**src/rtl/lqs_pkg.sv**
```systemverilog
`default_nettype none

package lqs_pkg;

   // Field formats
   localparam int COORD_WIDTH     = 24;
   localparam int FRAC_BITS       = 8;
   localparam int STRIP_VERTICES  = 6;
   localparam int SCALE_WIDTH     = 10;
   localparam int SCALE_FRAC      = 8;
   localparam int LINE_WIDTH_BITS = 12;
   localparam int WIDTH_FRAC      = 4;
   localparam int SPREAD_SHIFT    = 3;
   localparam int COLOR_WIDTH     = 8;
   localparam int OUT_WIDTH       = 28;
   localparam int UNIT_FRAC       = 30;

   // Derived datapath widths
   localparam int SCALED_WIDTH   = COORD_WIDTH + SCALE_WIDTH + 1 - SCALE_FRAC;
   localparam int DELTA_WIDTH    = SCALED_WIDTH + 1;
   localparam int DIR_WIDTH      = UNIT_FRAC;
   localparam int EXT_WIDTH      = (DELTA_WIDTH > DIR_WIDTH) ? DELTA_WIDTH : DIR_WIDTH;
   localparam int PRE_SHIFT_WIDTH = $clog2(EXT_WIDTH + 1);
   localparam int NORM_WIDTH     = DIR_WIDTH + 1;
   localparam int SQUARE_WIDTH   = 2 * DIR_WIDTH;
   localparam int SUMSQ_WIDTH    = 2 * DIR_WIDTH + 2;
   localparam int ROOT_WIDTH     = SUMSQ_WIDTH / 2;
   localparam int SQRT_REM_WIDTH = ROOT_WIDTH + 2;
   localparam int QUOT_WIDTH     = UNIT_FRAC + 1;
   localparam int SPREAD_WIDTH   = LINE_WIDTH_BITS + SCALE_WIDTH + SPREAD_SHIFT;
   localparam int PROD_WIDTH     = SPREAD_WIDTH + QUOT_WIDTH;
   localparam int ROUND_SHIFT    = WIDTH_FRAC + SCALE_FRAC + UNIT_FRAC - FRAC_BITS;
   localparam int MAG_WIDTH      = PROD_WIDTH + 1 - ROUND_SHIFT;
   localparam int TAN_WIDTH      = MAG_WIDTH + 1;
   localparam int SUM_WIDTH      = ((SCALED_WIDTH > TAN_WIDTH) ? SCALED_WIDTH : TAN_WIDTH) + 1;
   localparam int CLAMP_WIDTH    = (SUM_WIDTH > OUT_WIDTH) ? SUM_WIDTH : OUT_WIDTH;

   // Normalization: a big step shifts the sum of squares by twice NORM_BIG bits.
   localparam int NORM_BIG = 8;

   localparam int SQRT_STEPS = ROOT_WIDTH;
   localparam int DIV_STEPS  = QUOT_WIDTH;
   localparam int STEP_COUNT_WIDTH =
      $clog2((SQRT_STEPS > DIV_STEPS) ? SQRT_STEPS : DIV_STEPS);

   localparam logic [PROD_WIDTH:0] ROUND_HALF = (PROD_WIDTH + 1)'(1) << (ROUND_SHIFT - 1);
   localparam logic [QUOT_WIDTH-1:0] UNIT_ONE = QUOT_WIDTH'(1) << UNIT_FRAC;

   localparam logic signed [CLAMP_WIDTH-1:0] OUT_MAX =
      CLAMP_WIDTH'((64'sd1 <<< (OUT_WIDTH - 1)) - 64'sd1);
   localparam logic signed [CLAMP_WIDTH-1:0] OUT_MIN =
      CLAMP_WIDTH'(-(64'sd1 <<< (OUT_WIDTH - 1)));

   // Strip order
   localparam int VERTEX_COUNT_WIDTH = $clog2(STRIP_VERTICES);
   localparam logic [VERTEX_COUNT_WIDTH-1:0] FIRST_VERTEX  = '0;
   localparam logic [VERTEX_COUNT_WIDTH-1:0] CENTER_FIRST  = VERTEX_COUNT_WIDTH'(2);
   localparam logic [VERTEX_COUNT_WIDTH-1:0] CENTER_SECOND = VERTEX_COUNT_WIDTH'(3);
   localparam logic [VERTEX_COUNT_WIDTH-1:0] LAST_VERTEX   = VERTEX_COUNT_WIDTH'(STRIP_VERTICES - 1);

   // Queue between front and back
   localparam int QUEUE_DEPTH       = 2;
   localparam int QUEUE_PTR_WIDTH   = $clog2(QUEUE_DEPTH);
   localparam int QUEUE_COUNT_WIDTH = $clog2(QUEUE_DEPTH + 1);

   // Configuration registers
   localparam int CSR_INDEX_WIDTH = 3;
   localparam int CSR_DATA_WIDTH  = SCALE_WIDTH;

   typedef enum logic [CSR_INDEX_WIDTH-1:0] {
      CSR_SCALE = 0,
      CSR_RED   = 1,
      CSR_GREEN = 2,
      CSR_BLUE  = 3,
      CSR_ALPHA = 4
   } csr_index_type;

   localparam logic [SCALE_WIDTH-1:0] SCALE_RESET = SCALE_WIDTH'(256);
   localparam logic [COLOR_WIDTH-1:0] COLOR_RESET = COLOR_WIDTH'(255);

   typedef enum logic [3:0] {
      ENG_IDLE,
      ENG_SQUARE,
      ENG_SUM,
      ENG_NORM,
      ENG_SQRT,
      ENG_DIV,
      ENG_MUL,
      ENG_ROUND,
      ENG_DONE
   } engine_state_type;

   typedef struct packed {
      logic signed [SCALED_WIDTH-1:0] x1;
      logic signed [SCALED_WIDTH-1:0] y1;
      logic signed [SCALED_WIDTH-1:0] x2;
      logic signed [SCALED_WIDTH-1:0] y2;
      logic [SPREAD_WIDTH-1:0]        spread;
      logic [DIR_WIDTH-1:0]           ax;
      logic [DIR_WIDTH-1:0]           ay;
      logic                           dx_neg;
      logic                           dy_pos;
   } seg_type;

   typedef struct packed {
      logic signed [SCALED_WIDTH-1:0] x1;
      logic signed [SCALED_WIDTH-1:0] y1;
      logic signed [SCALED_WIDTH-1:0] x2;
      logic signed [SCALED_WIDTH-1:0] y2;
      logic signed [TAN_WIDTH-1:0]    tx;
      logic signed [TAN_WIDTH-1:0]    ty;
   } strip_type;

   typedef struct packed {
      logic signed [OUT_WIDTH-1:0] x;
      logic signed [OUT_WIDTH-1:0] y;
      logic [COLOR_WIDTH-1:0]      red;
      logic [COLOR_WIDTH-1:0]      green;
      logic [COLOR_WIDTH-1:0]      blue;
      logic [COLOR_WIDTH-1:0]      opacity;
      logic                        last;
   } vertex_type;

endpackage

`default_nettype wire

```
**src/rtl/lqs_channels.sv**
```systemverilog
`default_nettype none

interface lqs_req_if import lqs_pkg::*; ();
   logic                          valid;
   logic                          ready;
   logic signed [COORD_WIDTH-1:0] start_x;
   logic signed [COORD_WIDTH-1:0] start_y;
   logic signed [COORD_WIDTH-1:0] end_x;
   logic signed [COORD_WIDTH-1:0] end_y;
   logic [LINE_WIDTH_BITS-1:0]    line_width;

   modport source (output valid, start_x, start_y, end_x, end_y, line_width, input ready);
   modport sink (input valid, start_x, start_y, end_x, end_y, line_width, output ready);
endinterface


`default_nettype wire

```
**src/rtl/lqs_front.sv**
```systemverilog
`default_nettype none

module lqs_front import lqs_pkg::*; (
   input  wire logic                   clock,
   input  wire logic                   reset,
   lqs_req_if.sink                     req_ch,
   input  wire logic [SCALE_WIDTH-1:0] scale_factor,
   output logic                        push_valid,
   input  wire logic                   push_ready,
   output seg_type                     push_seg
);

   logic signed [COORD_WIDTH+SCALE_WIDTH:0] prod_x1, prod_y1, prod_x2, prod_y2;
   logic [LINE_WIDTH_BITS+SCALE_WIDTH-1:0]  lw_prod;

   logic                           f1_vld_ff;
   logic signed [SCALED_WIDTH-1:0] f1_x1_ff, f1_y1_ff, f1_x2_ff, f1_y2_ff;
   logic [SPREAD_WIDTH-1:0]        f1_spread_ff;

   logic signed [DELTA_WIDTH-1:0] dx, dy;
   logic [DELTA_WIDTH-1:0]        adx, ady, mag_or;
   logic [PRE_SHIFT_WIDTH-1:0]    pre_sh;
   logic [EXT_WIDTH-1:0]          ax_ext, ay_ext;
   logic                          zero_len;

   logic    f2_vld_ff;
   logic    f2_zero_ff;
   seg_type f2_seg_ff;

   logic f1_free, f2_free, accept;

   assign prod_x1 = req_ch.start_x * $signed({1'b0, scale_factor});
   assign prod_y1 = req_ch.start_y * $signed({1'b0, scale_factor});
   assign prod_x2 = req_ch.end_x * $signed({1'b0, scale_factor});
   assign prod_y2 = req_ch.end_y * $signed({1'b0, scale_factor});
   assign lw_prod = req_ch.line_width * scale_factor;

   assign f2_free = !f2_vld_ff || f2_zero_ff || push_ready;
   assign f1_free = !f1_vld_ff || f2_free;
   assign req_ch.ready = f1_free;
   assign accept = req_ch.valid && f1_free;

   always_comb begin
      dx = DELTA_WIDTH'(f1_x2_ff) - DELTA_WIDTH'(f1_x1_ff);
      dy = DELTA_WIDTH'(f1_y2_ff) - DELTA_WIDTH'(f1_y1_ff);
      adx = dx[DELTA_WIDTH-1] ? DELTA_WIDTH'(-dx) : DELTA_WIDTH'(dx);
      ady = dy[DELTA_WIDTH-1] ? DELTA_WIDTH'(-dy) : DELTA_WIDTH'(dy);
      zero_len = (dx == '0) && (dy == '0);
      // Long deltas are brought down together until both fit the direction width.
      mag_or = adx | ady;
      pre_sh = '0;
      for (int j = DIR_WIDTH; j < DELTA_WIDTH; j++) begin
         if (mag_or[j]) begin
            pre_sh = PRE_SHIFT_WIDTH'(j - DIR_WIDTH + 1);
         end
      end
      ax_ext = EXT_WIDTH'(adx) >> pre_sh;
      ay_ext = EXT_WIDTH'(ady) >> pre_sh;
   end

   always_ff @(posedge clock) begin
      if (reset) begin
         f1_vld_ff <= 1'b0;
         f2_vld_ff <= 1'b0;
      end else begin
         if (f1_free) begin
            f1_vld_ff <= accept;
         end
         if (f2_free) begin
            f2_vld_ff <= f1_vld_ff;
         end
      end
   end

   always_ff @(posedge clock) begin
      if (accept) begin
         f1_x1_ff     <= prod_x1[COORD_WIDTH+SCALE_WIDTH:SCALE_FRAC];
         f1_y1_ff     <= prod_y1[COORD_WIDTH+SCALE_WIDTH:SCALE_FRAC];
         f1_x2_ff     <= prod_x2[COORD_WIDTH+SCALE_WIDTH:SCALE_FRAC];
         f1_y2_ff     <= prod_y2[COORD_WIDTH+SCALE_WIDTH:SCALE_FRAC];
         f1_spread_ff <= {lw_prod, {SPREAD_SHIFT{1'b0}}};
      end
      if (f2_free && f1_vld_ff) begin
         f2_zero_ff       <= zero_len;
         f2_seg_ff.x1     <= f1_x1_ff;
         f2_seg_ff.y1     <= f1_y1_ff;
         f2_seg_ff.x2     <= f1_x2_ff;
         f2_seg_ff.y2     <= f1_y2_ff;
         f2_seg_ff.spread <= f1_spread_ff;
         f2_seg_ff.ax     <= ax_ext[DIR_WIDTH-1:0];
         f2_seg_ff.ay     <= ay_ext[DIR_WIDTH-1:0];
         f2_seg_ff.dx_neg <= dx[DELTA_WIDTH-1];
         f2_seg_ff.dy_pos <= !dy[DELTA_WIDTH-1] && (dy != '0);
      end
   end

   // A zero-length segment is dropped here and never reaches the queue.
   assign push_valid = f2_vld_ff && !f2_zero_ff;
   assign push_seg   = f2_seg_ff;

endmodule

`default_nettype wire

```
**src/flat_wrapper.sv**
```systemverilog
// flat-port wrapper written by rule: the top's interface ports become plain ports
module lqs_front_flat import lqs_pkg::*;
  (clock, reset, scale_factor, push_valid, push_ready, push_seg, req_ch_valid, req_ch_start_x, req_ch_start_y, req_ch_end_x, req_ch_end_y, req_ch_line_width, req_ch_ready);
  lqs_req_if req_ch_i ();
  input  wire logic clock;
  input  wire logic reset;
  input  wire logic [SCALE_WIDTH-1:0] scale_factor;
  output logic push_valid;
  input  wire logic push_ready;
  output seg_type push_seg;
  input wire logic [$bits(req_ch_i.valid)-1:0] req_ch_valid;
  input wire logic [$bits(req_ch_i.start_x)-1:0] req_ch_start_x;
  input wire logic [$bits(req_ch_i.start_y)-1:0] req_ch_start_y;
  input wire logic [$bits(req_ch_i.end_x)-1:0] req_ch_end_x;
  input wire logic [$bits(req_ch_i.end_y)-1:0] req_ch_end_y;
  input wire logic [$bits(req_ch_i.line_width)-1:0] req_ch_line_width;
  output wire logic [$bits(req_ch_i.ready)-1:0] req_ch_ready;
  assign req_ch_i.valid = req_ch_valid;
  assign req_ch_i.start_x = req_ch_start_x;
  assign req_ch_i.start_y = req_ch_start_y;
  assign req_ch_i.end_x = req_ch_end_x;
  assign req_ch_i.end_y = req_ch_end_y;
  assign req_ch_i.line_width = req_ch_line_width;
  assign req_ch_ready = req_ch_i.ready;
  lqs_front u_core (.clock(clock), .reset(reset), .req_ch(req_ch_i), .scale_factor(scale_factor), .push_valid(push_valid), .push_ready(push_ready), .push_seg(push_seg));
endmodule
```
**config.mk**
```make
export PLATFORM = sky130hd
export DESIGN_NAME = lqs_front_flat
export DESIGN_NICKNAME = d
export VERILOG_FILES = /design/src/rtl/lqs_pkg.sv /design/src/rtl/lqs_channels.sv /design/src/rtl/lqs_front.sv /design/src/flat_wrapper.sv
export SDC_FILE = /design/constraint.sdc
export NUM_CORES = 2
export LEC_CHECK = 0
export BUFFER_PORTS_ARGS = -buffer_cell sky130_fd_sc_hd__buf_4
export CAP_MARGIN = 20
export CORE_UTILIZATION = 25
export CTS_BUF_LIST = sky130_fd_sc_hd__clkbuf_2 sky130_fd_sc_hd__clkbuf_4 sky130_fd_sc_hd__clkbuf_8
export DETAILED_ROUTE_END_ITERATION = 6
export PLACE_DENSITY = 0.5
export RECOVER_POWER = 100
export SYNTH_ARGS = -nofsm -noshare
export SYNTH_HDL_FRONTEND = slang
export SYNTH_SLANG_ARGS = --single-unit
```
**constraint.sdc**
```tcl
create_clock -name clock -period 19.2 [get_ports clock]
set_input_delay 3.84 -clock clock [delete_from_list [all_inputs] [get_ports clock]]
set_output_delay 3.84 -clock clock [all_outputs]
set_load 0.03 [all_outputs]
```
* Yosys cells after proc, flatten, opt, wreduce, memory -nomap -nowiden *
Cells that the tools add are included.

storage, ports and cells
  word-level logic and storage cells = 45
  register bits after elaboration = 321
  output and inout port bits = 197

cells by class
  multiplexer cells = 2
  add/subtract/negate cells = 4
  reductions and logical operators = 15
  multipliers = 5

operator list
  operator             number
  $mul A24 B11 Y35     4
  $logic_not A28 Y1    2
  $neg A28 Y28         2
  $sub A27 B27 Y28     2
  $mux W27             2
  $reduce_bool A28 Y1  1
  $mul A12 B10 Y22     1
  $logic_and A1 B1 Y1  5
  $logic_not A1 Y1     4
  $logic_or A1 B1 Y1   3

* Logic depth before layout (Yosys ltp) *
  depth after elaboration = 5
  depth in mapped cells = 26
  mapped depth without buffers = 23

* Worst setup path after synthesis *
No wires, ideal clock.

  kind = input to register
  start point = input push_ready
  end point = register u_core.f2_zero_ff, enable pin
  cell stages on the path = 2
  path slack = 6.175 ns
  library setup time = 0.764 ns
  data arrival time = 12.261 ns
  cells stage by stage = nor2b_1 > nor2b_1

between the ends
  longest elaborated chain between the ends = 2

RTL lines
  item                  RTL line           text
  from (decl)           flat_wrapper.sv:9  input wire logic push_ready;
  $logic_or A1 B1 Y1    lqs_front.sv:38    assign f2_free = !f2_vld_ff || f2_zero_ff || push_ready;
  $logic_and A1 B1 Y1   lqs_front.sv:83    if (f2_free && f1_vld_ff) begin
  to (signal assigned)  lqs_front.sv:84    f2_zero_ff <= zero_len;
  to (decl)             lqs_front.sv:27    logic f2_zero_ff;

No other way between the ends.
A chain may end at the register's enable or synchronous reset.

* Worst setup path after layout *
  start point = input scale_factor[2]
  end point = register u_core.f1_x2_ff[26], data pin

between the ends
  longest elaborated chain between the ends = 1

RTL lines
  item                    RTL line           text
  from (decl)             flat_wrapper.sv:7  input wire logic [SCALE_WIDTH-1:0] scale_factor;
  $mul A24 B11 Y35        lqs_front.sv:34    assign prod_x2 = req_ch.end_x * $signed({1'b0, scale_factor});
  via u_core.prod_x2[34]  lqs_front.sv:13    logic signed [COORD_WIDTH+SCALE_WIDTH:0] prod_x1, prod_y1, prod_x2, prod_y2;
  to (signal assigned)    lqs_front.sv:79    f1_x2_ff <= prod_x2[COORD_WIDTH+SCALE_WIDTH:SCALE_FRAC];
  to (decl)               lqs_front.sv:17    logic signed [SCALED_WIDTH-1:0] f1_x1_ff, f1_y1_ff, f1_x2_ff, f1_y2_ff;

The timed path passes the listed nets, and every way through them passes these cells.

==> reports/metrics.csv <==
metric,value,unit
H-tree depth,2,
Final Max Tran Viols,475,
TritonCTS buffer count,61,
final net count,6766,
setup bufs post-CTS,0,
CTS tree,done,
Max Fclk,71.6,MHz
Max Root-Sink Buffers,3,
chip width,451,um
first-pass GRT wire length,214,mm
setup slack after layout,5.24,ns
cts hold-fix bufs,0,
CP arrival,14.41,ns
DP HPWL,109,mm
post-CTS resize count,0,
post-layout instance area,0.0559,mm^2
initial DRC count,1574,
drt drc,54,
max cap viols,7,
Core Region,0.200,mm^2
Synth top cells by count,"1159 x inv_1, 912 x fa_1, 613 x nand2_1, 535 x and2_1, 409 x ha_1",
share of cells above drive strength 1,4.75,%
total power,10.2,mW
Area Overhead vs Synth,11.0,%
failing checks,"design-rule violations, max-capacitance violations, max-slew violations",
Yosys reg bits,321,
pwr dens,183,mW/mm^2
Main synth FF type,edfxtp_1,
DR vias,34400,
pin slew with the least headroom to its limit,7.55,ns
crit end category,flip-flop,
Post-Route Setup TNS,0,ns
Top Ports,319,
sequential area share after synthesis,19.1,%
Ys Warns,0,
# port buffers,311,
synthesized area per cell,9.73,um^2
area of placed instances,0.0552,mm^2
GRT Util Overall,13.5,%
grt total ovfl,0,
Root Driver,clkbuf_8,
unrepaired setup endpoints after global routing,no,
Synth top area share,36.2,%
most numerous cell in the Yosys netlist,inv_1,
routability-driven placement congestion ratio,0.815,
initial antenna violation count,36,
startpoint type of the worst setup path,input pin,
Die Span Y,451,um
outcome,"finished, violations left",
Syn Inst Count,5177,
Final Hold Vio Count,0,
cell taking the most area after synthesis,fa_1,
Place WS,7.87,ns
Die ar.,0.203,mm^2
worst min path class,flip-flop to flip-flop,
"EDFF count, synth",319,
Netlist cell types,75,
maximum vdd drop,112,uV
leak pwr,26.4,nW
FP Rows,164,
vias in the first global route,37500,
Via-to-Cell Ratio,4.28,
ranking of synthesized cells by area,"fa_1 36%, edfxtp_1 19%, ha_1 10%",
Rel. slew slack,-404,%
clock-pin transition on the worst setup and hold timing paths,0.06,ns
clk_skew,0.0651,ns
Skew-Pair Late Insertion Delay,0.77,ns
total iterations of the first detailed-routing run,7,
Routed Antenna Nets,0,
"Async S/R FF share, synth",0,%
CP required,19.65,ns
Initial Util,25.2,%
final WL,135,mm
worst hold margin,0.415,ns
period utilization,72.7,%
Final min period,13.96,ns
setup violators final,0,
CTS sink cnt,321,
pin count of the biggest net entering global routing,130,
largest fanout on the critical path,56,
Routed wire per std cell,16.8,um
Mapped Area,0.0504,mm^2
WS Path Type,input pin to flip-flop,
worst paths after layout:
check | cells past startpoint | start | slack [ns] | to
max | 23 | scale_factor[2] | 5.24 | u_core.f1_x2_ff[26]
min | 0 | u_core.f1_spread_ff[14] | 0.41 | u_core.push_seg[76]
min reg2reg | 0 | u_core.f1_spread_ff[14] | 0.41 | u_core.push_seg[76]
max reg2reg | 5 | u_core.f2_vld_ff | 10.03 | u_core.push_seg[86]
per-layer routing:
layer  up-vias  track usage, %  share of wire (%)
li1      16100               -                  -
met1     17500            16.5                 42
met5         -               0              0.024
met3       211            1.81                4.2
met2       650            24.5                 51
met4         6            4.02                2.6
flip-flops by register name, summed over array words and instances, names as in the netlist:
| register | cells |
|---|---|
| u_core.f1_spread_ff | 22 |
| u_core.f1_vld_ff | 1 |
| u_core.f1_x1_ff | 27 |
| u_core.f1_x2_ff | 27 |
| u_core.f1_y1_ff | 27 |
| u_core.f1_y2_ff | 27 |
| u_core.f2_vld_ff | 1 |
| u_core.f2_zero_ff | 1 |
| u_core.push_seg | 188 |
cells by family (layout without fill, tap and decap cells):
logic type      after synthesis  count (layout)  synth area share [%]
compound gates              423             423                  5.54
mux                           4               4                0.0844
other cells                   1              24               0.00744
fa+ha+maj                  1321            1321                  46.4
xor+xnor                    208             208                  3.62
simple gates               1488            1488                  14.7
flops                       321             321                  19.1
buf+inv                    1411            1600                  10.6
worst max-delay path, stage by stage:
cell and delay, ns:
clkbuf_1 2.24, clkbuf_1 2.20, nand2_1 0.27, fa_1 0.62
fa_1 0.52, inv_1 0.06, fa_1 0.49, fa_1 0.49
inv_1 0.05, fa_1 0.47, inv_1 0.04, ha_1 0.32
a21o_1 0.18, a21o_1 0.17, a211oi_1 0.31, a31oi_1 0.22
a41oi_1 0.36, o21a_1 0.22, o21ai_0 0.19, a211oi_1 0.49
o21ai_0 0.24, a21oi_1 0.22, xnor2_1 0.09
area by class of cell:
class	instances	area, um^2
inverters	1159	4350
diodes	17	42.5
repair buffers	329	1720
well taps	2656	3320
clock inverters	38	483
multi-input cells	3451	35500
flip-flops and latches	321	9620
fillers	21400	144000
clock buffers	74	937
per-stage QoR:
stage,std cells,utilization (%)
4_1_cts,8027,28.3
3_3_place_gp,7915,27.6
3_5_place_dp,7915,27.6
2_1_floorplan,5183,-
5_1_grt,8040,28.0
6_report,8045,28.0
power breakdown:
part	leakage, nW	switching (mW)	internal (mW)
clock network	0.712	0.339	0.462
registers	3.06	0.163	1.56
logic	22.6	4.56	3.14
total	26.4	5.06	5.16
cells in the final DEF (no fill, tap or decap), types with 36 or more instances in the layout:
cell type / synthesis / routed
a21oi_1: 105 / 106
buf_4: 7 / 128
fa_1: 912 / 912
nor2_1: 137 / 137
xor2_1: 63 / 63
clkbuf_8: 0 / 61
o21ai_0: 79 / 84
edfxtp_1: 319 / 319
inv_1: 1159 / 1159
nor3_1: 48 / 48
nand2_1: 613 / 613
xnor2_1: 145 / 145
ha_1: 409 / 409
and2_1: 535 / 526
o21a_1: 36 / 36
clkbuf_1: 164 / 199
a21o_1: 72 / 72
No activity file was read; power rests on OpenSTA's default activity.
