`config.mk`:
```
export PLATFORM = sky130hd
export DESIGN_NAME = lqs_emitter_flat
export DESIGN_NICKNAME = d
export VERILOG_FILES = /design/src/rtl/lqs_pkg.sv /design/src/rtl/lqs_channels.sv /design/src/rtl/lqs_emitter.sv /design/src/flat_wrapper.sv
export SDC_FILE = /design/constraint.sdc
export NUM_CORES = 1
export LEC_CHECK = 0
export BUFFER_PORTS_ARGS = -buffer_cell sky130_fd_sc_hd__buf_4
export CAP_MARGIN = 20
export CELL_PAD_IN_SITES_DETAIL_PLACEMENT = 0
export CELL_PAD_IN_SITES_GLOBAL_PLACEMENT = 2
export CORE_UTILIZATION = 40
export CTS_BUF_LIST = sky130_fd_sc_hd__clkbuf_2 sky130_fd_sc_hd__clkbuf_4 sky130_fd_sc_hd__clkbuf_8
export CTS_CLUSTER_DIAMETER = 80
export DETAILED_ROUTE_END_ITERATION = 10
export PLACE_DENSITY = 0.91
export SLEW_MARGIN = 20
export SYNTH_ARGS = -nofsm -noshare
export SYNTH_HDL_FRONTEND = slang
export SYNTH_SLANG_ARGS = --single-unit
```
`constraint.sdc`:
```
create_clock -name clock -period 17.9 [get_ports clock]
set_input_delay 5.37 -clock clock [delete_from_list [all_inputs] [get_ports clock]]
set_output_delay 5.37 -clock clock [all_outputs]
set_load 0.02 [all_outputs]
```
`src/rtl/lqs_pkg.sv`:
```
`default_nettype none

package lqs_pkg;

   // Field formats
   localparam int COORD_WIDTH     = 24;
   localparam int FRAC_BITS       = 8;
   localparam int STRIP_VERTICES  = 6;
   localparam int SCALE_WIDTH     = 10;
   localparam int SCALE_FRAC      = 8;
   localparam int LINE_WIDTH_BITS = 12;
   localparam int WIDTH_FRAC      = 4;
   localparam int SPREAD_SHIFT    = 3;
   localparam int COLOR_WIDTH     = 8;
   localparam int OUT_WIDTH       = 28;
   localparam int UNIT_FRAC       = 30;

   // Derived datapath widths
   localparam int SCALED_WIDTH   = COORD_WIDTH + SCALE_WIDTH + 1 - SCALE_FRAC;
   localparam int DELTA_WIDTH    = SCALED_WIDTH + 1;
   localparam int DIR_WIDTH      = UNIT_FRAC;
   localparam int EXT_WIDTH      = (DELTA_WIDTH > DIR_WIDTH) ? DELTA_WIDTH : DIR_WIDTH;
   localparam int PRE_SHIFT_WIDTH = $clog2(EXT_WIDTH + 1);
   localparam int NORM_WIDTH     = DIR_WIDTH + 1;
   localparam int SQUARE_WIDTH   = 2 * DIR_WIDTH;
   localparam int SUMSQ_WIDTH    = 2 * DIR_WIDTH + 2;
   localparam int ROOT_WIDTH     = SUMSQ_WIDTH / 2;
   localparam int SQRT_REM_WIDTH = ROOT_WIDTH + 2;
   localparam int QUOT_WIDTH     = UNIT_FRAC + 1;
   localparam int SPREAD_WIDTH   = LINE_WIDTH_BITS + SCALE_WIDTH + SPREAD_SHIFT;
   localparam int PROD_WIDTH     = SPREAD_WIDTH + QUOT_WIDTH;
   localparam int ROUND_SHIFT    = WIDTH_FRAC + SCALE_FRAC + UNIT_FRAC - FRAC_BITS;
   localparam int MAG_WIDTH      = PROD_WIDTH + 1 - ROUND_SHIFT;
   localparam int TAN_WIDTH      = MAG_WIDTH + 1;
   localparam int SUM_WIDTH      = ((SCALED_WIDTH > TAN_WIDTH) ? SCALED_WIDTH : TAN_WIDTH) + 1;
   localparam int CLAMP_WIDTH    = (SUM_WIDTH > OUT_WIDTH) ? SUM_WIDTH : OUT_WIDTH;

   // Normalization: a big step shifts the sum of squares by twice NORM_BIG bits.
   localparam int NORM_BIG = 8;

   localparam int SQRT_STEPS = ROOT_WIDTH;
   localparam int DIV_STEPS  = QUOT_WIDTH;
   localparam int STEP_COUNT_WIDTH =
      $clog2((SQRT_STEPS > DIV_STEPS) ? SQRT_STEPS : DIV_STEPS);

   localparam logic [PROD_WIDTH:0] ROUND_HALF = (PROD_WIDTH + 1)'(1) << (ROUND_SHIFT - 1);
   localparam logic [QUOT_WIDTH-1:0] UNIT_ONE = QUOT_WIDTH'(1) << UNIT_FRAC;

   localparam logic signed [CLAMP_WIDTH-1:0] OUT_MAX =
      CLAMP_WIDTH'((64'sd1 <<< (OUT_WIDTH - 1)) - 64'sd1);
   localparam logic signed [CLAMP_WIDTH-1:0] OUT_MIN =
      CLAMP_WIDTH'(-(64'sd1 <<< (OUT_WIDTH - 1)));

   // Strip order
   localparam int VERTEX_COUNT_WIDTH = $clog2(STRIP_VERTICES);
   localparam logic [VERTEX_COUNT_WIDTH-1:0] FIRST_VERTEX  = '0;
   localparam logic [VERTEX_COUNT_WIDTH-1:0] CENTER_FIRST  = VERTEX_COUNT_WIDTH'(2);
   localparam logic [VERTEX_COUNT_WIDTH-1:0] CENTER_SECOND = VERTEX_COUNT_WIDTH'(3);
   localparam logic [VERTEX_COUNT_WIDTH-1:0] LAST_VERTEX   = VERTEX_COUNT_WIDTH'(STRIP_VERTICES - 1);

   // Queue between front and back
   localparam int QUEUE_DEPTH       = 2;
   localparam int QUEUE_PTR_WIDTH   = $clog2(QUEUE_DEPTH);
   localparam int QUEUE_COUNT_WIDTH = $clog2(QUEUE_DEPTH + 1);

   // Configuration registers
   localparam int CSR_INDEX_WIDTH = 3;
   localparam int CSR_DATA_WIDTH  = SCALE_WIDTH;

   typedef enum logic [CSR_INDEX_WIDTH-1:0] {
      CSR_SCALE = 0,
      CSR_RED   = 1,
      CSR_GREEN = 2,
      CSR_BLUE  = 3,
      CSR_ALPHA = 4
   } csr_index_type;

   localparam logic [SCALE_WIDTH-1:0] SCALE_RESET = SCALE_WIDTH'(256);
   localparam logic [COLOR_WIDTH-1:0] COLOR_RESET = COLOR_WIDTH'(255);

   typedef enum logic [3:0] {
      ENG_IDLE,
      ENG_SQUARE,
      ENG_SUM,
      ENG_NORM,
      ENG_SQRT,
      ENG_DIV,
      ENG_MUL,
      ENG_ROUND,
      ENG_DONE
   } engine_state_type;

   typedef struct packed {
      logic signed [SCALED_WIDTH-1:0] x1;
      logic signed [SCALED_WIDTH-1:0] y1;
      logic signed [SCALED_WIDTH-1:0] x2;
      logic signed [SCALED_WIDTH-1:0] y2;
      logic [SPREAD_WIDTH-1:0]        spread;
      logic [DIR_WIDTH-1:0]           ax;
      logic [DIR_WIDTH-1:0]           ay;
      logic                           dx_neg;
      logic                           dy_pos;
   } seg_type;

   typedef struct packed {
      logic signed [SCALED_WIDTH-1:0] x1;
      logic signed [SCALED_WIDTH-1:0] y1;
      logic signed [SCALED_WIDTH-1:0] x2;
      logic signed [SCALED_WIDTH-1:0] y2;
      logic signed [TAN_WIDTH-1:0]    tx;
      logic signed [TAN_WIDTH-1:0]    ty;
   } strip_type;

   typedef struct packed {
      logic signed [OUT_WIDTH-1:0] x;
      logic signed [OUT_WIDTH-1:0] y;
      logic [COLOR_WIDTH-1:0]      red;
      logic [COLOR_WIDTH-1:0]      green;
      logic [COLOR_WIDTH-1:0]      blue;
      logic [COLOR_WIDTH-1:0]      opacity;
      logic                        last;
   } vertex_type;

endpackage

`default_nettype wire

```
`src/rtl/lqs_channels.sv`:
```
`default_nettype none


interface lqs_rsp_if import lqs_pkg::*; ();
   logic                        valid;
   logic                        ready;
   logic signed [OUT_WIDTH-1:0] vertex_x;
   logic signed [OUT_WIDTH-1:0] vertex_y;
   logic [COLOR_WIDTH-1:0]      vertex_red;
   logic [COLOR_WIDTH-1:0]      vertex_green;
   logic [COLOR_WIDTH-1:0]      vertex_blue;
   logic [COLOR_WIDTH-1:0]      vertex_opacity;
   logic                        last_vertex;

   modport source (output valid, vertex_x, vertex_y, vertex_red, vertex_green, vertex_blue,
                   vertex_opacity, last_vertex, input ready);
   modport sink (input valid, vertex_x, vertex_y, vertex_red, vertex_green, vertex_blue,
                 vertex_opacity, last_vertex, output ready);
endinterface


`default_nettype wire

```
`src/rtl/lqs_emitter.sv`:
```
`default_nettype none

module lqs_emitter import lqs_pkg::*; (
   input  wire logic                   clock,
   input  wire logic                   reset,
   input  wire logic                   strip_valid,
   output logic                        strip_ready,
   input  strip_type                   strip,
   input  wire logic [COLOR_WIDTH-1:0] color_red,
   input  wire logic [COLOR_WIDTH-1:0] color_green,
   input  wire logic [COLOR_WIDTH-1:0] color_blue,
   input  wire logic [COLOR_WIDTH-1:0] color_alpha,
   lqs_rsp_if.source                   rsp_ch
);

   strip_type                      seg_ff;
   logic                           seg_vld_ff;
   logic [VERTEX_COUNT_WIDTH-1:0]  idx_ff;
   logic                           out_vld_ff;
   vertex_type                     out_ff;

   logic                           load, seg_end;
   logic signed [SCALED_WIDTH-1:0] base_x, base_y;
   logic signed [TAN_WIDTH-1:0]    off_x, off_y;
   logic signed [SUM_WIDTH-1:0]    sum_x, sum_y;
   vertex_type                     vert;

   function automatic logic signed [OUT_WIDTH-1:0] clamp_coord(
      input logic signed [SUM_WIDTH-1:0] v
   );
      logic signed [CLAMP_WIDTH-1:0] w;
      w = CLAMP_WIDTH'(v);
      if (w > OUT_MAX) begin
         w = OUT_MAX;
      end else if (w < OUT_MIN) begin
         w = OUT_MIN;
      end
      return w[OUT_WIDTH-1:0];
   endfunction

   assign load        = seg_vld_ff && (!out_vld_ff || rsp_ch.ready);
   assign seg_end     = load && (idx_ff == LAST_VERTEX);
   assign strip_ready = !seg_vld_ff || seg_end;

   always_comb begin
      // Odd vertices sit on the second endpoint, even ones on the first.
      base_x = idx_ff[0] ? seg_ff.x2 : seg_ff.x1;
      base_y = idx_ff[0] ? seg_ff.y2 : seg_ff.y1;
      if (idx_ff < CENTER_FIRST) begin
         off_x = seg_ff.tx;
         off_y = seg_ff.ty;
      end else if (idx_ff > CENTER_SECOND) begin
         off_x = -seg_ff.tx;
         off_y = -seg_ff.ty;
      end else begin
         off_x = '0;
         off_y = '0;
      end
      sum_x = SUM_WIDTH'(base_x) + SUM_WIDTH'(off_x);
      sum_y = SUM_WIDTH'(base_y) + SUM_WIDTH'(off_y);
      vert.x       = clamp_coord(sum_x);
      vert.y       = clamp_coord(sum_y);
      vert.red     = color_red;
      vert.green   = color_green;
      vert.blue    = color_blue;
      vert.opacity = (idx_ff == CENTER_FIRST || idx_ff == CENTER_SECOND) ? color_alpha : '0;
      vert.last    = (idx_ff == LAST_VERTEX);
   end

   always_ff @(posedge clock) begin
      if (reset) begin
         seg_vld_ff <= 1'b0;
         out_vld_ff <= 1'b0;
         idx_ff     <= FIRST_VERTEX;
      end else begin
         if (strip_valid && strip_ready) begin
            seg_vld_ff <= 1'b1;
         end else if (seg_end) begin
            seg_vld_ff <= 1'b0;
         end
         if (load) begin
            out_vld_ff <= 1'b1;
            idx_ff     <= seg_end ? FIRST_VERTEX : idx_ff + 1'b1;
         end else if (rsp_ch.ready) begin
            out_vld_ff <= 1'b0;
         end
      end
   end

   always_ff @(posedge clock) begin
      if (strip_valid && strip_ready) begin
         seg_ff <= strip;
      end
      if (load) begin
         out_ff <= vert;
      end
   end

   assign rsp_ch.valid          = out_vld_ff;
   assign rsp_ch.vertex_x       = out_ff.x;
   assign rsp_ch.vertex_y       = out_ff.y;
   assign rsp_ch.vertex_red     = out_ff.red;
   assign rsp_ch.vertex_green   = out_ff.green;
   assign rsp_ch.vertex_blue    = out_ff.blue;
   assign rsp_ch.vertex_opacity = out_ff.opacity;
   assign rsp_ch.last_vertex    = out_ff.last;

   a_index_range: assert property (@(posedge clock) disable iff (reset)
      seg_vld_ff |-> idx_ff <= LAST_VERTEX)
      else $error("vertex index past end of strip");

endmodule

`default_nettype wire

```
`src/flat_wrapper.sv`:
```
// flat-port wrapper written by rule: the top's interface ports become plain ports
module lqs_emitter_flat import lqs_pkg::*;
  (clock, reset, strip_valid, strip_ready, strip, color_red, color_green, color_blue, color_alpha, rsp_ch_valid, rsp_ch_vertex_x, rsp_ch_vertex_y, rsp_ch_vertex_red, rsp_ch_vertex_green, rsp_ch_vertex_blue, rsp_ch_vertex_opacity, rsp_ch_last_vertex, rsp_ch_ready);
  lqs_rsp_if rsp_ch_i ();
  input  wire logic clock;
  input  wire logic reset;
  input  wire logic strip_valid;
  output logic strip_ready;
  input  strip_type strip;
  input  wire logic [COLOR_WIDTH-1:0] color_red;
  input  wire logic [COLOR_WIDTH-1:0] color_green;
  input  wire logic [COLOR_WIDTH-1:0] color_blue;
  input  wire logic [COLOR_WIDTH-1:0] color_alpha;
  output wire logic [$bits(rsp_ch_i.valid)-1:0] rsp_ch_valid;
  output wire logic [$bits(rsp_ch_i.vertex_x)-1:0] rsp_ch_vertex_x;
  output wire logic [$bits(rsp_ch_i.vertex_y)-1:0] rsp_ch_vertex_y;
  output wire logic [$bits(rsp_ch_i.vertex_red)-1:0] rsp_ch_vertex_red;
  output wire logic [$bits(rsp_ch_i.vertex_green)-1:0] rsp_ch_vertex_green;
  output wire logic [$bits(rsp_ch_i.vertex_blue)-1:0] rsp_ch_vertex_blue;
  output wire logic [$bits(rsp_ch_i.vertex_opacity)-1:0] rsp_ch_vertex_opacity;
  output wire logic [$bits(rsp_ch_i.last_vertex)-1:0] rsp_ch_last_vertex;
  input wire logic [$bits(rsp_ch_i.ready)-1:0] rsp_ch_ready;
  assign rsp_ch_valid = rsp_ch_i.valid;
  assign rsp_ch_vertex_x = rsp_ch_i.vertex_x;
  assign rsp_ch_vertex_y = rsp_ch_i.vertex_y;
  assign rsp_ch_vertex_red = rsp_ch_i.vertex_red;
  assign rsp_ch_vertex_green = rsp_ch_i.vertex_green;
  assign rsp_ch_vertex_blue = rsp_ch_i.vertex_blue;
  assign rsp_ch_vertex_opacity = rsp_ch_i.vertex_opacity;
  assign rsp_ch_last_vertex = rsp_ch_i.last_vertex;
  assign rsp_ch_i.ready = rsp_ch_ready;
  lqs_emitter u_core (.clock(clock), .reset(reset), .strip_valid(strip_valid), .strip_ready(strip_ready), .strip(strip), .color_red(color_red), .color_green(color_green), .color_blue(color_blue), .color_alpha(color_alpha), .rsp_ch(rsp_ch_i));
endmodule
```
## Word level (Yosys, flattened, before mapping)

Index checks and enable logic that the tools add are counted.
Widths: inputs -> output; s select.

| operators by class | value |
|---|---|
| muxes and demuxes | 13 |
| equal/unequal tests | 3 |
| $add $sub $neg | 5 |
| multipliers | 0 |
| bitwise gates (word level) | 0 |
| divide/modulo/power cells | 0 |
| order comparisons | 6 |
| shift operators | 0 |
| reduce and logical (&&, ||, !) cells | 10 |

Operators by type and width:

| kind | count |
|---|---|
| $mux 24 | 4 |
| $add 27x24->28 | 2 |
| $gt 28x28->1 const B | 2 |
| $lt 28x28->1 const B | 2 |
| $mux 28 | 2 |
| $mux 27 | 2 |
| $neg 24->24 | 2 |
| $eq 3x2->1 const B | 2 |
| $mux 1 | 4 |
| $reduce_bool 2->1 | 2 |
| $add 3x1->3 const B | 1 |
| $eq 3x3->1 const B | 1 |
| $gt 3x2->1 const B | 1 |
| $logic_and 1x1->1 | 3 |
| $logic_or 1x1->1 | 3 |
| $lt 3x2->1 const B | 1 |
| $mux 3 | 1 |
| $logic_not 1->1 | 2 |

| storage, ports and cells | value |
|---|---|
| memories | 0 |
| memory bits (read-only) | 0 |
| register bits after elaboration | 250 |
| output and inout bits | 91 |
| latch bits | 0 |
| bits in writable memories | 0 |
| word-level logic and storage cells | 53 |

## Logic depth before layout (Yosys ltp)

Gate-level depths: netlist of the first run.

| logic depth | value |
|---|---|
| depth after elaboration | 7 |
| depth in mapped cells | 21 |
| depth with buffers taken out | 20 |

## Least setup slack after synthesis of the first run

Ideal clock, no wire load.

| timing | value |
|---|---|
| kind | in2out |
| start | input rsp_ch_ready |
| end | output strip_ready |
| data arrival time | 5973 ps |
| path slack | 6557 ps |
| buffers on the path | 0 |
| required time | 12530 ps |
| stages | 2 |
| path through | nor2b_1 o21ai_0 |

| on the way | value |
|---|---|
| longest elaborated chain between the ends | 4 |

Ends and longest elaborated chain:

| item | RTL line | source |
|---|---|---|
| from (decl) | flat_wrapper.sv:22 | `input wire logic [$bits(rsp_ch_i.ready)-1:0] rsp_ch_ready;` |
| $logic_or 1x1->1 | lqs_emitter.sv:41 | `assign load = seg_vld_ff && (!out_vld_ff \|\| rsp_ch.ready);` |
| $logic_and 1x1->1 | lqs_emitter.sv:41 |  |
| $logic_and 1x1->1 | lqs_emitter.sv:42 | `assign seg_end = load && (idx_ff == LAST_VERTEX);` |
| $logic_or 1x1->1 | lqs_emitter.sv:43 | `assign strip_ready = !seg_vld_ff \|\| seg_end;` |
| to (decl) | flat_wrapper.sv:8 | `output logic strip_ready;` |

No other way between the ends.

## Worst setup path after layout of the first run

Ends and elaborated chain as after synthesis.

==> reports/metrics.csv, run 1 <==
metric;value;unit
power.internal;0.00113;W
clock_sinks;250;
antenna_found_initial;0;
fin_area;15700;um2
cp_common_cell;buf_4;
drt-pass1-iter-count;6;
vias_per_cell;5.20;
cts_made_buffers;42;
globalRouteTotalUtil;18.4;%
vias;8750;
clk_latency;530;ps
wl;29500;um
grt_start_max_net_pins;80;
num_antenna_cells;0;
synth.net_count;1210;
run_status;completed;
initialDrtViolationCount;583;
rsz0062_at_grt;false;
remaining_drc_errors;0;
synth-edff-count;245;
dp_hpwl;21000;um
final_layout_size_suffix_gt1_share;33.5;%
port_buffers;282;
postSynthCellCount;958;
fin_crit;11350;ps
core-area;29900;um2
r2r_end;u_core.rsp_ch.vertex_x[24];
ctsHtreeMaxLevel;2;
fin_crit_sh;63.4;%
seqPwrFrac;47.0;%
wl_per_cell;17.5;um
worst_r2r_path_depth;17;
slowest_stage;o21ai_0;
irDropWorstVdd;0.0548;mV
fin_nets;1515;
placementRows;63;
maxSlewHeadroom;27.1;%
first_global_vias;8508;
cp-start-kind;input port;
arrival;5980;ps
final_util;52.4;%
p_leak;6.10;nW
maxCapViolCount;0;
yosys_register_bits;250;
synth_flop_cell;edfxtp_1;
ant_nets;0;
crit_fanout;3;
grt_overflow_total;0;
start_util;40.9;%
post-cts-setup-buffers;0;
reg2reg_slack;11940;ps
drv_slew;0;
hold_class;reg -> reg;
regArea;7460;um2
criticalPathCategory;in -> out;
p_comb_share;20.6;%
slowest_delay;280;ps
power.switching;0.000414;W
syn_area_per_cell;12.8;um2
placed_area;14800;um2
grt_pass1_wl;44600;um
cts_resized;0;
setup_viol;0;
cp-startpoint;rsp_ch_ready;
worstMarginPinSlew;1090;ps
end_kind;primary output;
crit_path_end;strip_ready;
syn2layout_area_growth;27.9;%
die_w;177;um
seq_area_frac_synth;61.0;%
crit_chain;buf_4, nor2b_1, o21ai_0, buf_4;
required;12530;ps
top_level_ports;283;
cts_tree;done;
p_clk_share;32.4;%
cts-hold-fix-buffers;0;
async_flop_share;0;%
power_density;98.4;nW/um2
place_congestion;0.863;
die_h;177;um
fillers;2606;
die_area;31300;um2
final.setup.tns;0;ps
clk_pin_slew_worst_paths;60;ps
reg2reg_from;u_core.idx_ff[0];
synth.distinct_cells;59;
synth_area;12200;um2
ys_warn_count;0;
hold_viol_final;0;
fmax;88.1;MHz
swShare;26.9;%
clockBufferDepth;3;
root_buffer;clkbuf_8;
fin_skew;14.6;ps
multi_input_area;4620;um2
## critical path, delay by kind of cell
kind,cells,cell delay [ps]
AND/OR/NAND/NOR,1,40
AO/OA/AOI/OAI,1,280
buffers and inverters,2,280
## placed cells by master (no fill, tap or decap), types with 11 or more instances in the layout
master	n
o31ai_1	21
nand2_1	68
inv_1	13
nand2b_1	14
a21o_1	26
a21oi_1	48
o21ai_0	91
or3_1	11
clkbuf_8	44
mux2_2	54
nor3_1	19
ha_1	58
nor2_1	61
nor2b_1	21
edfxtp_1	245
buf_4	287
xnor2_1	32
xor2_1	14
clkbuf_4	16
## per-stage QoR
stage	hold WS [ps]	instances	worst slack, ps	power, W
final	502	1684	6550	0.00154
after floorplan	457	958	6560	0.000939
after CTS	499	1682	6530	0.00156
after global routing	553	1684	6440	0.00162
after global placement	485	1607	6570	0.00105
after detailed placement	497	1607	6550	0.00105
## Yosys cell counts, types with 8 or more instances
cell type  number  share of area (%)
nor2_1         63                1.9
or3_1          11               0.56
a21o_1         26                1.6
nand2_1        68                2.1
a31oi_1        10               0.51
ha_1           58                5.9
xor2_1         14                1.0
a211oi_1       10               0.61
o21ai_0        91                3.7
inv_1          14               0.43
nor2b_1        21                1.1
o31ai_1        21                1.3
mux2_2         54                5.0
nand3_1        10               0.41
nor4_1          8               0.41
clkbuf_1       28               0.86
or2_2           9               0.46
edfxtp_1      245                 60
nand2b_1       14               0.72
and3_1          9               0.46
a21oi_1        48                2.0
xnor2_1        32                2.3
nor3_1         19               0.78
## power by group through the flow
stage | Sequential (W) | Combinational, W | Clock, W
floorplan | 0.000765 | 0.000174 | 0
global placement | 0.000735 | 0.000313 | 0
detailed placement | 0.000737 | 0.000318 | 0
CTS | 0.000725 | 0.000319 | 0.000517
global route | 0.000729 | 0.000348 | 0.000539
finish | 0.000725 | 0.000317 | 0.000499
## cell families after synthesis
| logic type | synth area share (%) |
|---|---|
| mux | 5.05 |
| compound gates | 12.3 |
| flops | 61.0 |
| fa+ha+maj | 6.26 |
| xor+xnor | 3.29 |
| simple gates | 10.8 |
| buf+inv | 1.32 |
## final cells by class
class                           count  area share (%)
Tap cell                          390            3.12
Sequential cell                   250            47.7
Clock inverter                     15           0.624
Timing Repair Buffer              289            14.0
Clock buffer                       60            4.64
Inverter                           15           0.376
Multi-Input combinational cell    665            29.5
## worst min path at each step
stage / start / end / slack, ps / depth (start not counted)
after floorplan: u_core.seg_vld_ff / u_core.rsp_ch.valid / 460 / 2
after global placement: u_core.seg_vld_ff / u_core.rsp_ch.valid / 480 / 2
after detailed placement: u_core.seg_vld_ff / u_core.rsp_ch.valid / 500 / 2
after CTS: u_core.seg_vld_ff / u_core.rsp_ch.valid / 500 / 2
after global routing: u_core.seg_vld_ff / u_core.rsp_ch.valid / 550 / 2
final: u_core.seg_vld_ff / u_core.rsp_ch.valid / 500 / 2
## routing by layer
metal  share of wire [%]  wire length [um]  global-route usage [%]  vias up
li1                    -                 -                       -     4288
met1                  43             12700                    24.0     4110
met2                  47             13900                    30.4      305
met3                 7.4              2190                    4.02       47
met4                 2.2               657                    5.89        0
met5                   0                 0                       0        -
## sequential cells by signal (all words and copies together) (netlist names)
register	cells
u_core.rsp_ch.vertex_opacity	8
u_core.rsp_ch.vertex_blue	8
u_core.rsp_ch.valid	1
u_core.seg_vld_ff	1
u_core.rsp_ch.last_vertex	1
u_core.rsp_ch.vertex_x	28
u_core.rsp_ch.vertex_y	28
u_core.rsp_ch.vertex_red	8
u_core.rsp_ch.vertex_green	8
u_core.seg_ff	156
u_core.idx_ff	3
Power figures use the tool's default switching activity.
==> run 2: changes to the inputs <==
- CORE_UTILIZATION: 40 -> 33
- PLACE_DENSITY: 0.91 -> 0.81
- clock period: 17.9 -> 9.75 ns (I/O delays scaled with it)
==> run 2 against run 1 <==
Net effect: total power is 91% higher; core utilization is 9.1 points lower; final cell count increased by 4.6%; sequential share of layout area down 0.50 points; die area is 21% higher; hold slack worse by 7.9 ps; combinational power grew 82%; routed wire length up 3.9%.
==> reports/metrics.csv, run 2 (synthesis gave the netlist of run 1 again) <==
metric;value;unit;change
clockBufferDepth;3;;unchanged
clk_pin_slew_worst_paths;60;ps;about the same
port_buffers;282;;unchanged
grt_overflow_total;0;;unchanged
vias_per_cell;4.97;;-4.4%
core-area;36500;um2;+22%
final_cell_mix;buf_4, edfxtp_1, o21ai_0;;
cp_num_cells;4;;unchanged
end_kind;primary output;;
grt_pass1_wl;47000;um;+5.2%
routed.top_layer;met4;;
crit_fanout;3;;unchanged
ant_nets;0;;unchanged
power.internal;0.00216;W;+92%
worst_r2r_path_depth;15;;-2
required;6830;ps;-5700 ps
remaining_drc_errors;0;;unchanged
largest_reg_flops;156;;unchanged
power_density;186;nW/um2;+89%
placementRows;70;;+11%
maxCapViolCount;0;;unchanged
criticalPathCategory;in -> out;;
final_common_cell;buf_4;;
cts-hold-fix-buffers;0;;unchanged
crit_chain;buf_4, nor2b_1, o21ai_0, buf_4;;
cts_made_buffers;46;;+9.5%
p_leak;6.15;nW;+0.77%
wl_per_cell;17.4;um;-0.72%
worstMarginPinSlew;1060;ps;-37.1 ps
seqPwrFrac;45.4;%;-1.6 points
maxSlewHeadroom;29.6;%;+2.5 points
fin_nets;1517;;+0.13%
globalRouteTotalUtil;16.1;%;-2.3 points
dp_hpwl;21500;um;+2.7%
post-cts-setup-buffers;0;;unchanged
final_util;43.3;%;-9.1 points
irDropWorstVdd;0.0956;mV;+74%
antenna_found_initial;0;;unchanged
top_level_ports;283;;unchanged
swShare;26.9;%;about the same
final.setup.tns;0;ps;unchanged
final_layout_size_suffix_gt1_share;33.8;%;+0.31 points
num_antenna_cells;0;;unchanged
crit_family;buffers and inverters;;
die_w;195;um;+10%
arrival;3520;ps;-2460 ps
drv_slew;0;;unchanged
rsz0062_at_grt;false;;
wl_met3;2100;um;-4.3%
min_path_cells;2;;unchanged
hold_viol_final;0;;unchanged
grt_start_max_net_pins;75;;-6.3%
cp-start-kind;input port;;
largest_register;u_core.seg_ff;;
hold_class;reg -> reg;;
fmax;155;MHz;
crit_buf_inv;2;;unchanged
power.switching;0.000793;W;+91%
die_area;37800;um2;+21%
clk_latency;600;ps;+70 ps
fillers;3404;;+31%
fin_skew;26.8;ps;+12.3 ps
root_buffer;clkbuf_8;;
start_util;33.5;%;-7.5 points
clock_sinks;250;;unchanged
drt-pass1-iter-count;5;;-1
cp_common_cell;buf_4;;
fin_crit_sh;66.1;%;
run_status;completed;;
cts_tree;done;;
syn2layout_area_growth;29.3;%;
slowest_delay;270;ps;about the same
wl_met2;14100;um;+1.2%
first_global_vias;8669;;+1.9%
cts_resized;0;;unchanged
initialDrtViolationCount;403;;-31%
p_clk_share;35.1;%;+2.7 points
wl;30600;um;+3.9%
ctsHtreeMaxLevel;2;;unchanged
setup_viol;0;;unchanged
slowest_stage;o21ai_0;;
die_h;195;um;+10%
place_congestion;0.808;;-6.4%
p_comb_share;19.5;%;-1.1 points
wl_met1;13600;um;+6.8%
vias;8752;;+0.023%
fin_crit;6450;ps;
[run 2: worst reg2reg max path, delay by kind of cell (launching register included)]
family	cells	cell delay, ps
simple gates	1	510
fa+ha+maj	4	1200
xor+xnor	1	80
compound gates	9	2770
flops	1	990
[run 2: routing by layer]
layer  GRT usage [%]  vias to the layer above
met5               0                        -
met4            6.85                        0
met3            4.13                       58
met2            25.7                      308
met1            20.7                     4099
li1                -                     4287
[run 2: power groups by stage]
stage          Combinational [W]  Clock (W)  Sequential (W)
4_1_cts                 0.000582    0.00108         0.00134
3_3_place_gp            0.000575          0         0.00136
3_5_place_dp            0.000579          0         0.00136
6_report                0.000576    0.00103         0.00134
2_1_floorplan           0.000320          0         0.00140
5_1_grt                 0.000635    0.00112         0.00135
[run 2: final cells by class]
cell class,count,area (um2),share of cell area (%)
Inverter,15,58.8,0.372
Tap cell,468,586,3.70
Clock buffer,62,785,4.96
Timing Repair Buffer,287,2150,13.6
Sequential cell,250,7460,47.2
Multi-Input combinational cell,665,4630,29.3
Clock inverter,15,144,0.910
[run 2: stage by stage]
step	total power, W	setup slack, ps	area [um2]	hold slack, ps	cells
floorplan	0.00172	2000	12200	457	958
CTS	0.00300	3290	15800	496	1762
finish	0.00295	3300	15800	494	1762
global placement	0.00194	3300	14900	487	1685
detailed placement	0.00194	3300	14900	494	1685
global route	0.00310	3240	15800	536	1762
[run 2: path summary, 6_finish.rpt]
kind | startpoint | end | slack (ps)
worst max-delay path | rsp_ch_ready | strip_ready | 3300
worst min register to register | u_core.seg_vld_ff | u_core.rsp_ch.valid | 490
worst max register to register | u_core.idx_ff[0] | u_core.rsp_ch.vertex_x[24] | 3940
worst min-delay path | u_core.seg_vld_ff | u_core.rsp_ch.valid | 490
